[config.mk]
export PLATFORM = sky130hd
export DESIGN_NAME = jpeg_marker_scanner
export DESIGN_NICKNAME = d
export VERILOG_FILES = /design/src/rtl/jms_pkg.sv /design/src/rtl/jms_table.sv /design/src/rtl/jms_scan.sv /design/src/rtl/jms_resolve.sv /design/src/rtl/jpeg_marker_scanner.sv
export SDC_FILE = /design/constraint.sdc
export NUM_CORES = 1
export LEC_CHECK = 0
export BUFFER_PORTS_ARGS = -buffer_cell sky130_fd_sc_hd__buf_2
export CORE_ASPECT_RATIO = 1.25
export CORE_UTILIZATION = 40
export DETAILED_ROUTE_END_ITERATION = 16
export PLACE_DENSITY = 0.56
export REMOVE_ABC_BUFFERS = 1
export SLEW_MARGIN = 15
export SYNTH_ARGS = -nofsm -noshare
export SYNTH_HDL_FRONTEND = slang
export SYNTH_SLANG_ARGS = --single-unit
[constraint.sdc]
create_clock -name i_clk -period 7.95 [get_ports i_clk]
set_clock_uncertainty 0.2 [all_clocks]
set_input_delay 0.795 -clock i_clk [delete_from_list [all_inputs] [get_ports i_clk]]
set_output_delay 0.795 -clock i_clk [all_outputs]
set_load 0.02 [all_outputs]
[src/rtl/jms_pkg.sv]
package jms_pkg;

    localparam int TABLE_DEPTH_DEF  = 16;
    localparam int OFFSET_WIDTH_DEF = 32;

    localparam logic [7:0] CODE_PREFIX    = 8'hFF;
    localparam logic [7:0] CODE_SOI       = 8'hD8;
    localparam logic [7:0] CODE_EOI       = 8'hD9;
    localparam logic [7:0] CODE_DHT       = 8'hC4;
    localparam logic [7:0] CODE_SOS       = 8'hDA;
    localparam logic [7:0] CODE_DQT       = 8'hDB;
    localparam logic [7:0] CODE_SOF_LO    = 8'hC0;
    localparam logic [7:0] CODE_SOF_HI    = 8'hCF;
    localparam logic [7:0] CODE_JPG       = 8'hC8;
    localparam logic [7:0] CODE_DAC       = 8'hCC;
    localparam logic [7:0] CODE_APP_LO    = 8'hE0;
    localparam logic [7:0] CODE_APP_HI    = 8'hEF;
    localparam logic [7:0] CODE_MARKER_LO = 8'hC0;

    typedef enum logic [2:0] {
        K_SOI          = 3'd0,
        K_EOI_PAIRED   = 3'd1,
        K_EOI_UNPAIRED = 3'd2,
        K_DHT          = 3'd3,
        K_SOF          = 3'd4,
        K_SOS          = 3'd5,
        K_DQT          = 3'd6,
        K_APP          = 3'd7
    } t_kind;

    typedef enum logic [3:0] {
        PH_IDLE     = 4'b0001,
        PH_PREFIX   = 4'b0010,
        PH_SOI_FF   = 4'b0100,
        PH_SOI_CODE = 4'b1000
    } t_phase;

    typedef enum logic [0:0] {
        CFG_SCAN_START = 1'b0,
        CFG_SCAN_END   = 1'b1
    } t_cfg_idx;

    typedef struct packed {
        logic  hit;
        t_kind kind;
    } t_dec;

    // control part of a decoded marker on its way to the resolve stage
    typedef struct packed {
        t_kind      kind;
        logic [3:0] subtype;
        logic       full;
        logic       is_eoi;
    } t_s1_ctl;

    function automatic t_dec decode_code(input logic [7:0] code);
        t_dec d;
        d.hit  = 1'b1;
        d.kind = K_SOI;
        if (code == CODE_SOI) begin
            d.kind = K_SOI;
        end else if (code == CODE_EOI) begin
            d.kind = K_EOI_UNPAIRED;
        end else if (code == CODE_DHT) begin
            d.kind = K_DHT;
        end else if ((code inside {[CODE_SOF_LO:CODE_SOF_HI]}) &&
                     code != CODE_JPG && code != CODE_DAC) begin
            d.kind = K_SOF;
        end else if (code == CODE_SOS) begin
            d.kind = K_SOS;
        end else if (code == CODE_DQT) begin
            d.kind = K_DQT;
        end else if (code inside {[CODE_APP_LO:CODE_APP_HI]}) begin
            d.kind = K_APP;
        end else begin
            d.hit = 1'b0;
        end
        return d;
    endfunction

endpackage

[src/rtl/jms_table.sv]
module jms_table import jms_pkg::*; #(
    parameter int TABLE_DEPTH  = TABLE_DEPTH_DEF,
    parameter int OFFSET_WIDTH = OFFSET_WIDTH_DEF,
    localparam int AW = $clog2(TABLE_DEPTH)
) (
    input  logic                    i_clk,
    input  logic                    i_rst_n,
    input  logic                    i_we,
    input  logic [AW-1:0]           i_waddr,
    input  logic [OFFSET_WIDTH-1:0] i_wdata,
    input  logic                    i_re,
    input  logic [AW-1:0]           i_raddr,
    output logic [OFFSET_WIDTH-1:0] o_rdata
);

    logic [OFFSET_WIDTH-1:0] r_mem [TABLE_DEPTH];
    logic [TABLE_DEPTH-1:0]  r_vld;
    logic [OFFSET_WIDTH-1:0] r_rd_data;
    logic                    r_rd_vld;

    always_ff @(posedge i_clk) begin
        if (i_we) begin
            r_mem[i_waddr] <= i_wdata;
        end
        if (i_re) begin
            r_rd_data <= r_mem[i_raddr];
        end
    end

    // entries never written read as zero (empty)
    always_ff @(posedge i_clk) begin
        if (!i_rst_n) begin
            r_vld    <= '0;
            r_rd_vld <= 1'b0;
        end else begin
            if (i_we) begin
                r_vld[i_waddr] <= 1'b1;
            end
            if (i_re) begin
                r_rd_vld <= r_vld[i_raddr];
            end
        end
    end

    assign o_rdata = r_rd_vld ? r_rd_data : '0;

endmodule

[src/rtl/jms_scan.sv]
module jms_scan import jms_pkg::*; #(
    parameter int TABLE_DEPTH  = TABLE_DEPTH_DEF,
    parameter int OFFSET_WIDTH = OFFSET_WIDTH_DEF,
    localparam int AW = $clog2(TABLE_DEPTH),
    localparam int CW = $clog2(TABLE_DEPTH + 1)
) (
    input  logic                    i_clk,
    input  logic                    i_rst_n,
    input  logic                    i_cfg_we,
    input  logic [0:0]              i_cfg_index,
    input  logic [OFFSET_WIDTH-1:0] i_cfg_data,
    input  logic                    i_valid,
    input  logic [7:0]              i_data_byte,
    output logic                    o_stall,
    input  logic                    i_s1_move,
    output logic                    o_s1_valid,
    output t_s1_ctl                 o_s1_ctl,
    output logic [OFFSET_WIDTH-1:0] o_s1_offset,
    output logic [CW-1:0]           o_s1_open_cnt,
    output logic                    o_wr_en,
    output logic [AW-1:0]           o_wr_addr,
    output logic [OFFSET_WIDTH-1:0] o_wr_data,
    output logic                    o_rd_en
);

    localparam logic [CW-1:0] DEPTH_C = CW'(TABLE_DEPTH);
    localparam logic [OFFSET_WIDTH-1:0] SOI_SKIP = OFFSET_WIDTH'(2);

    t_phase                  r_phase, n_phase;
    logic [OFFSET_WIDTH-1:0] r_pos, n_pos;
    logic [OFFSET_WIDTH-1:0] r_end, n_end;
    logic [OFFSET_WIDTH-1:0] r_mpos, n_mpos;
    logic                    r_stopped, n_stopped;
    logic [CW-1:0]           r_open, n_open;
    logic                    r_s1_valid;
    t_s1_ctl                 r_s1_ctl;
    logic [OFFSET_WIDTH-1:0] r_s1_offset;
    logic [CW-1:0]           r_s1_open_cnt;

    logic    accept;
    logic    do_dec;
    t_dec    dec;
    logic    hit;
    logic    full;
    t_s1_ctl s1_ctl;

    assign o_stall = r_s1_valid && !i_s1_move;
    assign accept  = i_valid && !o_stall;

    always_comb begin
        n_phase   = r_phase;
        n_pos     = r_pos;
        n_end     = r_end;
        n_mpos    = r_mpos;
        n_stopped = r_stopped;
        n_open    = r_open;
        do_dec    = 1'b0;
        hit       = 1'b0;
        full      = 1'b0;
        o_wr_en   = 1'b0;
        dec       = decode_code(i_data_byte);
        if (accept && !r_stopped) begin
            if (r_pos >= r_end) begin
                n_stopped = 1'b1;
            end else begin
                n_pos = r_pos + 1'b1;
                case (r_phase)
                    PH_PREFIX: begin
                        n_phase = PH_IDLE;
                        do_dec  = 1'b1;
                    end
                    PH_SOI_FF: begin
                        if (i_data_byte == CODE_PREFIX) begin
                            n_mpos  = r_pos;
                            n_phase = PH_SOI_CODE;
                        end else begin
                            n_phase = PH_IDLE;
                        end
                    end
                    PH_SOI_CODE: begin
                        n_phase = PH_IDLE;
                        if (i_data_byte >= CODE_MARKER_LO && i_data_byte != CODE_PREFIX) begin
                            // SOI confirmed; one at offset zero restarts the count
                            if (r_mpos == SOI_SKIP) begin
                                n_open = '0;
                            end else if (r_open < DEPTH_C) begin
                                n_open = r_open + 1'b1;
                            end
                            do_dec = 1'b1;
                        end
                    end
                    default: begin
                        if (i_data_byte == CODE_PREFIX) begin
                            n_mpos  = r_pos;
                            n_phase = PH_PREFIX;
                        end
                    end
                endcase
                if (do_dec && dec.hit) begin
                    hit = 1'b1;
                    if (dec.kind == K_SOI) begin
                        n_phase = PH_SOI_FF;
                        if (n_open < DEPTH_C) begin
                            o_wr_en = 1'b1;
                        end else begin
                            full = 1'b1;
                        end
                    end
                end
            end
        end
        if (i_cfg_we) begin
            case (t_cfg_idx'(i_cfg_index))
                CFG_SCAN_START: n_pos = i_cfg_data;
                CFG_SCAN_END:   n_end = i_cfg_data;
                default:        n_end = r_end;
            endcase
        end
    end

    assign o_wr_addr = n_open[AW-1:0];
    assign o_wr_data = r_mpos;
    assign o_rd_en   = accept;

    always_comb begin
        s1_ctl.kind    = dec.kind;
        s1_ctl.subtype = i_data_byte[3:0];
        s1_ctl.full    = full;
        s1_ctl.is_eoi  = (dec.kind == K_EOI_UNPAIRED);
    end

    always_ff @(posedge i_clk) begin
        if (!i_rst_n) begin
            r_phase    <= PH_IDLE;
            r_pos      <= '0;
            r_end      <= '1;
            r_mpos     <= '0;
            r_stopped  <= 1'b0;
            r_open     <= '0;
            r_s1_valid <= 1'b0;
        end else begin
            r_phase   <= n_phase;
            r_pos     <= n_pos;
            r_end     <= n_end;
            r_mpos    <= n_mpos;
            r_stopped <= n_stopped;
            r_open    <= n_open;
            if (accept) begin
                r_s1_valid <= hit;
            end else if (i_s1_move) begin
                r_s1_valid <= 1'b0;
            end
        end
    end

    always_ff @(posedge i_clk) begin
        if (accept) begin
            r_s1_ctl      <= s1_ctl;
            r_s1_offset   <= r_mpos;
            r_s1_open_cnt <= n_open;
        end
    end

    assign o_s1_valid    = r_s1_valid;
    assign o_s1_ctl      = r_s1_ctl;
    assign o_s1_offset   = r_s1_offset;
    assign o_s1_open_cnt = r_s1_open_cnt;

endmodule

[src/rtl/jms_resolve.sv]
module jms_resolve import jms_pkg::*; #(
    parameter int TABLE_DEPTH  = TABLE_DEPTH_DEF,
    parameter int OFFSET_WIDTH = OFFSET_WIDTH_DEF,
    localparam int AW = $clog2(TABLE_DEPTH),
    localparam int CW = $clog2(TABLE_DEPTH + 1)
) (
    input  logic                    i_clk,
    input  logic                    i_rst_n,
    input  logic                    i_s1_valid,
    input  t_s1_ctl                 i_s1_ctl,
    input  logic [OFFSET_WIDTH-1:0] i_s1_offset,
    input  logic [CW-1:0]           i_s1_open_cnt,
    output logic                    o_s1_move,
    output logic [AW-1:0]           o_rd_addr,
    input  logic [OFFSET_WIDTH-1:0] i_rd_data,
    output logic                    o_valid,
    input  logic                    i_stall,
    output t_kind                   o_kind,
    output logic [3:0]              o_subtype,
    output logic [OFFSET_WIDTH-1:0] o_offset,
    output logic [CW-1:0]           o_open_cnt,
    output logic [CW-1:0]           o_closed_cnt,
    output logic [OFFSET_WIDTH-1:0] o_pair_start,
    output logic                    o_full
);

    localparam logic [CW-1:0] DEPTH_C = CW'(TABLE_DEPTH);

    logic [CW-1:0]           r_close;
    logic                    r_out_valid;
    t_kind                   r_out_kind;
    logic [3:0]              r_out_subtype;
    logic [OFFSET_WIDTH-1:0] r_out_offset;
    logic [CW-1:0]           r_out_open;
    logic [CW-1:0]           r_out_closed;
    logic [OFFSET_WIDTH-1:0] r_out_pair;
    logic                    r_out_full;
    logic                    eoi_ok;

    // successive EOIs are two or more bytes apart, so r_close is settled
    // before the next EOI's table read is issued
    assign o_rd_addr = r_close[AW-1:0];
    assign o_s1_move = i_s1_valid && (!r_out_valid || !i_stall);
    assign eoi_ok    = i_s1_ctl.is_eoi && (r_close < DEPTH_C) && (i_rd_data != '0);

    always_ff @(posedge i_clk) begin
        if (!i_rst_n) begin
            r_close     <= '0;
            r_out_valid <= 1'b0;
        end else begin
            if (o_s1_move) begin
                r_out_valid <= 1'b1;
                if (eoi_ok) begin
                    r_close <= r_close + 1'b1;
                end
            end else if (!i_stall) begin
                r_out_valid <= 1'b0;
            end
        end
    end

    always_ff @(posedge i_clk) begin
        if (o_s1_move) begin
            r_out_kind    <= eoi_ok ? K_EOI_PAIRED : i_s1_ctl.kind;
            r_out_subtype <= i_s1_ctl.subtype;
            r_out_offset  <= i_s1_offset;
            r_out_open    <= i_s1_open_cnt;
            r_out_closed  <= r_close;
            r_out_pair    <= eoi_ok ? i_rd_data : '0;
            r_out_full    <= i_s1_ctl.full;
        end
    end

    assign o_valid      = r_out_valid;
    assign o_kind       = r_out_kind;
    assign o_subtype    = r_out_subtype;
    assign o_offset     = r_out_offset;
    assign o_open_cnt   = r_out_open;
    assign o_closed_cnt = r_out_closed;
    assign o_pair_start = r_out_pair;
    assign o_full       = r_out_full;

`ifndef SYNTHESIS
    a_close_bound: assert property (@(posedge i_clk) disable iff (!i_rst_n)
        r_close <= DEPTH_C)
        else $error("close index past table depth");

    a_pair_nonzero: assert property (@(posedge i_clk) disable iff (!i_rst_n)
        r_out_valid && r_out_kind == K_EOI_PAIRED |-> r_out_pair != '0)
        else $error("paired EOI with empty start");

    a_pair_zero: assert property (@(posedge i_clk) disable iff (!i_rst_n)
        r_out_valid && r_out_kind != K_EOI_PAIRED |-> r_out_pair == '0)
        else $error("pair start on unpaired marker");

    a_full_soi: assert property (@(posedge i_clk) disable iff (!i_rst_n)
        r_out_valid && r_out_full |-> r_out_kind == K_SOI)
        else $error("table full on non-SOI marker");

    a_close_step: assert property (@(posedge i_clk) disable iff (!i_rst_n)
        o_s1_move && eoi_ok |=> r_close == $past(r_close) + 1'b1)
        else $error("close index not advanced on paired EOI");
`endif

endmodule

[src/rtl/jpeg_marker_scanner.sv]
// A marker's code byte is registered in the decode stage and then in the output register.
// Throughput: one byte per cycle while o_stall is low; each start-table port (one write,
// one registered read) is used at most once per byte, so the byte stream never waits on it.
// Output register plus a decode stage: the input stalls only while both are full.
// Reset (synchronous, active low): scan idle, offset 0, end offset all ones, counts zero,
// start table empty at once through per-entry valid bits.
module jpeg_marker_scanner import jms_pkg::*; #(
    parameter int TABLE_DEPTH  = TABLE_DEPTH_DEF,
    parameter int OFFSET_WIDTH = OFFSET_WIDTH_DEF,
    localparam int AW = $clog2(TABLE_DEPTH),
    localparam int CW = $clog2(TABLE_DEPTH + 1)
) (
    input  logic                    i_clk,
    input  logic                    i_rst_n,
    input  logic                    i_cfg_we,
    input  logic [0:0]              i_cfg_index,
    input  logic [OFFSET_WIDTH-1:0] i_cfg_data,
    input  logic                    i_valid,
    input  logic [7:0]              i_data_byte,
    output logic                    o_stall,
    output logic                    o_valid,
    input  logic                    i_stall,
    output logic [2:0]              o_marker_kind,
    output logic [3:0]              o_marker_subtype,
    output logic [OFFSET_WIDTH-1:0] o_marker_offset,
    output logic [CW-1:0]           o_open_count,
    output logic [CW-1:0]           o_closed_count,
    output logic [OFFSET_WIDTH-1:0] o_pair_start,
    output logic                    o_table_full
);

    logic                    s1_valid;
    t_s1_ctl                 s1_ctl;
    logic [OFFSET_WIDTH-1:0] s1_offset;
    logic [CW-1:0]           s1_open_cnt;
    logic                    s1_move;
    logic                    wr_en;
    logic [AW-1:0]           wr_addr;
    logic [OFFSET_WIDTH-1:0] wr_data;
    logic                    rd_en;
    logic [AW-1:0]           rd_addr;
    logic [OFFSET_WIDTH-1:0] rd_data;
    t_kind                   out_kind;

    jms_scan #(
        .TABLE_DEPTH  (TABLE_DEPTH),
        .OFFSET_WIDTH (OFFSET_WIDTH)
    ) u_scan (
        .i_clk         (i_clk),
        .i_rst_n       (i_rst_n),
        .i_cfg_we      (i_cfg_we),
        .i_cfg_index   (i_cfg_index),
        .i_cfg_data    (i_cfg_data),
        .i_valid       (i_valid),
        .i_data_byte   (i_data_byte),
        .o_stall       (o_stall),
        .i_s1_move     (s1_move),
        .o_s1_valid    (s1_valid),
        .o_s1_ctl      (s1_ctl),
        .o_s1_offset   (s1_offset),
        .o_s1_open_cnt (s1_open_cnt),
        .o_wr_en       (wr_en),
        .o_wr_addr     (wr_addr),
        .o_wr_data     (wr_data),
        .o_rd_en       (rd_en)
    );

    jms_table #(
        .TABLE_DEPTH  (TABLE_DEPTH),
        .OFFSET_WIDTH (OFFSET_WIDTH)
    ) u_table (
        .i_clk   (i_clk),
        .i_rst_n (i_rst_n),
        .i_we    (wr_en),
        .i_waddr (wr_addr),
        .i_wdata (wr_data),
        .i_re    (rd_en),
        .i_raddr (rd_addr),
        .o_rdata (rd_data)
    );

    jms_resolve #(
        .TABLE_DEPTH  (TABLE_DEPTH),
        .OFFSET_WIDTH (OFFSET_WIDTH)
    ) u_resolve (
        .i_clk         (i_clk),
        .i_rst_n       (i_rst_n),
        .i_s1_valid    (s1_valid),
        .i_s1_ctl      (s1_ctl),
        .i_s1_offset   (s1_offset),
        .i_s1_open_cnt (s1_open_cnt),
        .o_s1_move     (s1_move),
        .o_rd_addr     (rd_addr),
        .i_rd_data     (rd_data),
        .o_valid       (o_valid),
        .i_stall       (i_stall),
        .o_kind        (out_kind),
        .o_subtype     (o_marker_subtype),
        .o_offset      (o_marker_offset),
        .o_open_cnt    (o_open_count),
        .o_closed_cnt  (o_closed_count),
        .o_pair_start  (o_pair_start),
        .o_full        (o_table_full)
    );

    assign o_marker_kind = out_kind;

endmodule

==> metrics.yaml <==
outcome:
  status: "finished clean"
cts:
  cts_resized: 0
  tritoncts_clock_tree: "yes"
  post-cts-setup-buffers: 0
  clock_latency_ns: 0.64
  clockBufferDepth: 3
  clock_input_transition_at_the_sequential_cells_of_the_worst_setup_and_hold_paths_ns: 0.06
  ctsRootBufferMaster: "clkbuf_16"
  cts.sink_count: 802
  htree_num_levels: 3
  cts_made_buffers: 81
  cts_hold_buffers: 0
floorplan:
  rows: 114
  fp.dieH_um: 314
  initial_utilization_pct: 40.3
  pin_count: 130
  dieArea_sq_um: 78900
  core_area_sq_um: 77200
  die_x_um: 251
sta:
  hold_viol_final: 0
  setup_repair_after_global_routing_missed_its_margin: "no"
  slew_violations: 0
  final_setup_viols: 0
  fmax_ghz: 0.187
  pin_slew_with_the_least_headroom_to_its_limit_ns: 1.19
  period_needed_ns: 5.35
  relSlewSlack_pct: 20.1
  fin_crit_sh_pct: 67.4
synthesis:
  synthDistinctLibCells: 65
  postSynthAreaPerCell_sq_um: 17.5
  yosysSeqAreaShare_pct: 73.2
  yosys_reg_bits: 802
  synth_enable_flop_cells: 672
  most_numerous_cell_in_the_yosys_netlist: "edfxtp_1"
  netlist_top_cells_area: "edfxtp_1, mux4_2, dfxtp_1"
  yosysTopAreaCellShare_pct: 64.9
  synth_top_cells_by_count: "edfxtp_1, mux4_2, nand2_1"
  async_flop_share_pct: 0
  yosysWarningCount: 0
  ys_dominant_reg_cell: "edfxtp_1"
  yosysTopAreaCell: "edfxtp_1"
  post_synth_inst_count: 1776
  netlist_area_sq_um: 31100
min_path:
  worst_hold_startpoint: "i_cfg_data[9]"
  hp-class: "primary input to flip-flop"
  worstHoldPathCells: 3
  min_to: "u_scan.r_end[9]"
worst_setup_path:
  critPathBufInv: 4
  startpoint: "u_scan.r_end[31]"
  crit_path_top_delay_cell: "o41a_1"
  r2r_end: "u_table.r_mem[1][24]"
  timing.critical_path.required_ns: 8.01
  critPathMostFrequentCell: "buf_4"
  r2r-start: "u_scan.r_end[31]"
  crit_arrival_ns: 5.41
  r2r_setup_slack_ns: 2.60
  timing.setup.critical_path_class: "flip-flop to flip-flop"
  critical_path.top_delay_family: "simple AND/OR/NAND/NOR gates"
  worst-r2r-cell-count: 12
  cp_cell_sequence: "inv_1, ha_1, nand4_1, nor4_1, nand2_1, a31oi_2, buf_4, or2_1, o41a_1, inv_2, nor3_2, buf_4"
  critical_path.endpoint_type: "flip-flop"
  critical_path.max_stage_delay_ns: 0.86
  cp-start-kind: "flip-flop"
  timing.critical_path.fanout_max: 33
power_and_ir_drop:
  power_density_nw_per_um2: 233
  post-layout-total-power_mw: 8.30
  cellLeakagePower_nw: 12.8
  ir_drop_v: 0.000144
route:
  route.antenna.remaining_nets: 0
  wirelength_mm: 70.8
  post_drt_wl_per_cell_um: 23.3
  drt-pass1-iter-count: 5
  dr.first_iter.drc_count: 1184
  route.detailed.drc: 0
  dr_total_vias: 16300
  routed_via_density: 5.37
global_route:
  grt_util_met2_pct: 30.7
  grt_first_pass_wirelength_mm: 107
  gr-total-overflow: 0
  groute.layer.met3.usage_pct: 2.52
  antenna_found_initial: 8
  number_of_global_route_vias_before_repair: 16800
  grt_start_max_net_pins: 73
  grt_busiest_layer: "met2"
  grt.met1_usage_pct: 24.3
  grt_use_total_pct: 18.3
place:
  portBuffers: 129
  routabilityCongestion: 0.809
  detailed_place_hpwl_mm: 44.3
cells_and_area:
  fin_util_pct: 46.0
  fin_nets: 2004
  drive_above_1_share_pct: 24.2
  flow.area_growth_from_synthesis_pct: 14.2
  antenna-diode-count: 0
run:
  cap_viol_max_count: 0
## metal layers
| layer | wire length (um) | part of all wire, % |
|---|---|---|
| met1 | 30300 | 43 |
| met2 | 35500 | 50 |
| met3 | 3230 | 4.6 |
| met4 | 1830 | 2.6 |
| met5 | 0 | 0 |
## power breakdown
group          total, mW  switching (mW)  internal (mW)  leakage (nW)
Sequential          4.56          0.0274           4.53          8.44
Clock               3.60            1.59           2.01          1.21
Combinational      0.139          0.0910         0.0482          3.14
Total               8.30            1.70           6.59          12.8
## placed cells by master (no fill, tap or decap), types with 3 or more instances in the layout
master,count
nor3_1,19
and3_1,10
nor2_1,35
nand2b_1,5
a21oi_1,70
o211ai_1,33
xor2_1,3
and2_1,40
a311oi_1,5
mux2i_1,4
mux4_2,165
inv_1,43
o21ai_0,36
dfxtp_1,126
and4_1,9
inv_2,3
xnor2_1,20
nor4_1,38
buf_2,129
nand4_1,19
nor3b_1,3
ha_1,35
clkinvlp_4,3
nand2_1,154
nor3_2,18
buf_4,35
nand3b_1,3
nand3_1,16
a31oi_1,3
edfxtp_1,672
nor4b_1,6
clkbuf_16,83
clkinv_2,13
o31ai_1,18
or3_1,3
nor2b_1,3
a211oi_1,14
clkinv_1,18
clkbuf_1,21
## stage by stage
stage | setup TNS [ns] | hold slack [ns] | cell area [sq um] | worst slack (ns) | std cells
after floorplan | -73.24 | 0.200 | 30700 | -0.264 | 1675
after global placement | 0 | 0.206 | 33100 | 2.78 | 2884
after detailed placement | 0 | 0.205 | 33100 | 2.63 | 2884
after CTS | 0 | 0.152 | 35500 | 2.60 | 3032
after global routing | 0 | 0.185 | 35500 | 2.27 | 3032
final | 0 | 0.196 | 35500 | 2.60 | 3032
## worst max path at each step
stage                            to  slack [ns]  cells after the start
5_1_grt        u_table.r_mem[3][26]        2.27                     11
6_report       u_table.r_mem[1][24]        2.60                     12
2_1_floorplan  u_resolve.r_close[1]       -0.26                      4
3_3_place_gp   u_table.r_mem[0][26]        2.78                     12
4_1_cts        u_table.r_mem[3][26]        2.60                     12
3_5_place_dp   u_table.r_mem[3][24]        2.63                     12
## flip-flops by register name (all words and copies together) (netlist names), 9 cells and up
name / cells
u_table.r_mem: 512
u_scan.o_wr_data: 32
u_table.r_rd_data: 32
u_scan.o_s1_ctl: 9
u_table.r_vld: 16
u_scan.r_pos: 32
u_scan.r_end: 32
u_scan.o_s1_offset: 32
u_resolve.o_pair_start: 32
u_resolve.o_offset: 32
## cell families after synthesis
family                   share of synthesized area [%]
buffers and inverters                             1.93
AND/OR/NAND/NOR                                   6.51
adder cells (fa/ha/maj)                           1.41
flip-flops                                        73.2
XOR/XNOR                                         0.647
AO/OA/AOI/OAI                                     4.21
multiplexers                                      12.1
## cell type report
type / count / area [sq um]
Clock buffer: 106 / 2180
Clock inverter: 42 / 299
Fill cell: 6626 / 41600
Inverter: 48 / 183
Multi-Input combinational cell: 825 / 7840
Sequential cell: 802 / 22800
Tap cell: 1044 / 1310
Timing Repair Buffer: 165 / 928
## worst min-delay path, stage by stage
cell and delay (ns):
buf_2 0.08, nand2_1 0.04, o211ai_1 0.07
Power figures use the tool's default switching activity.
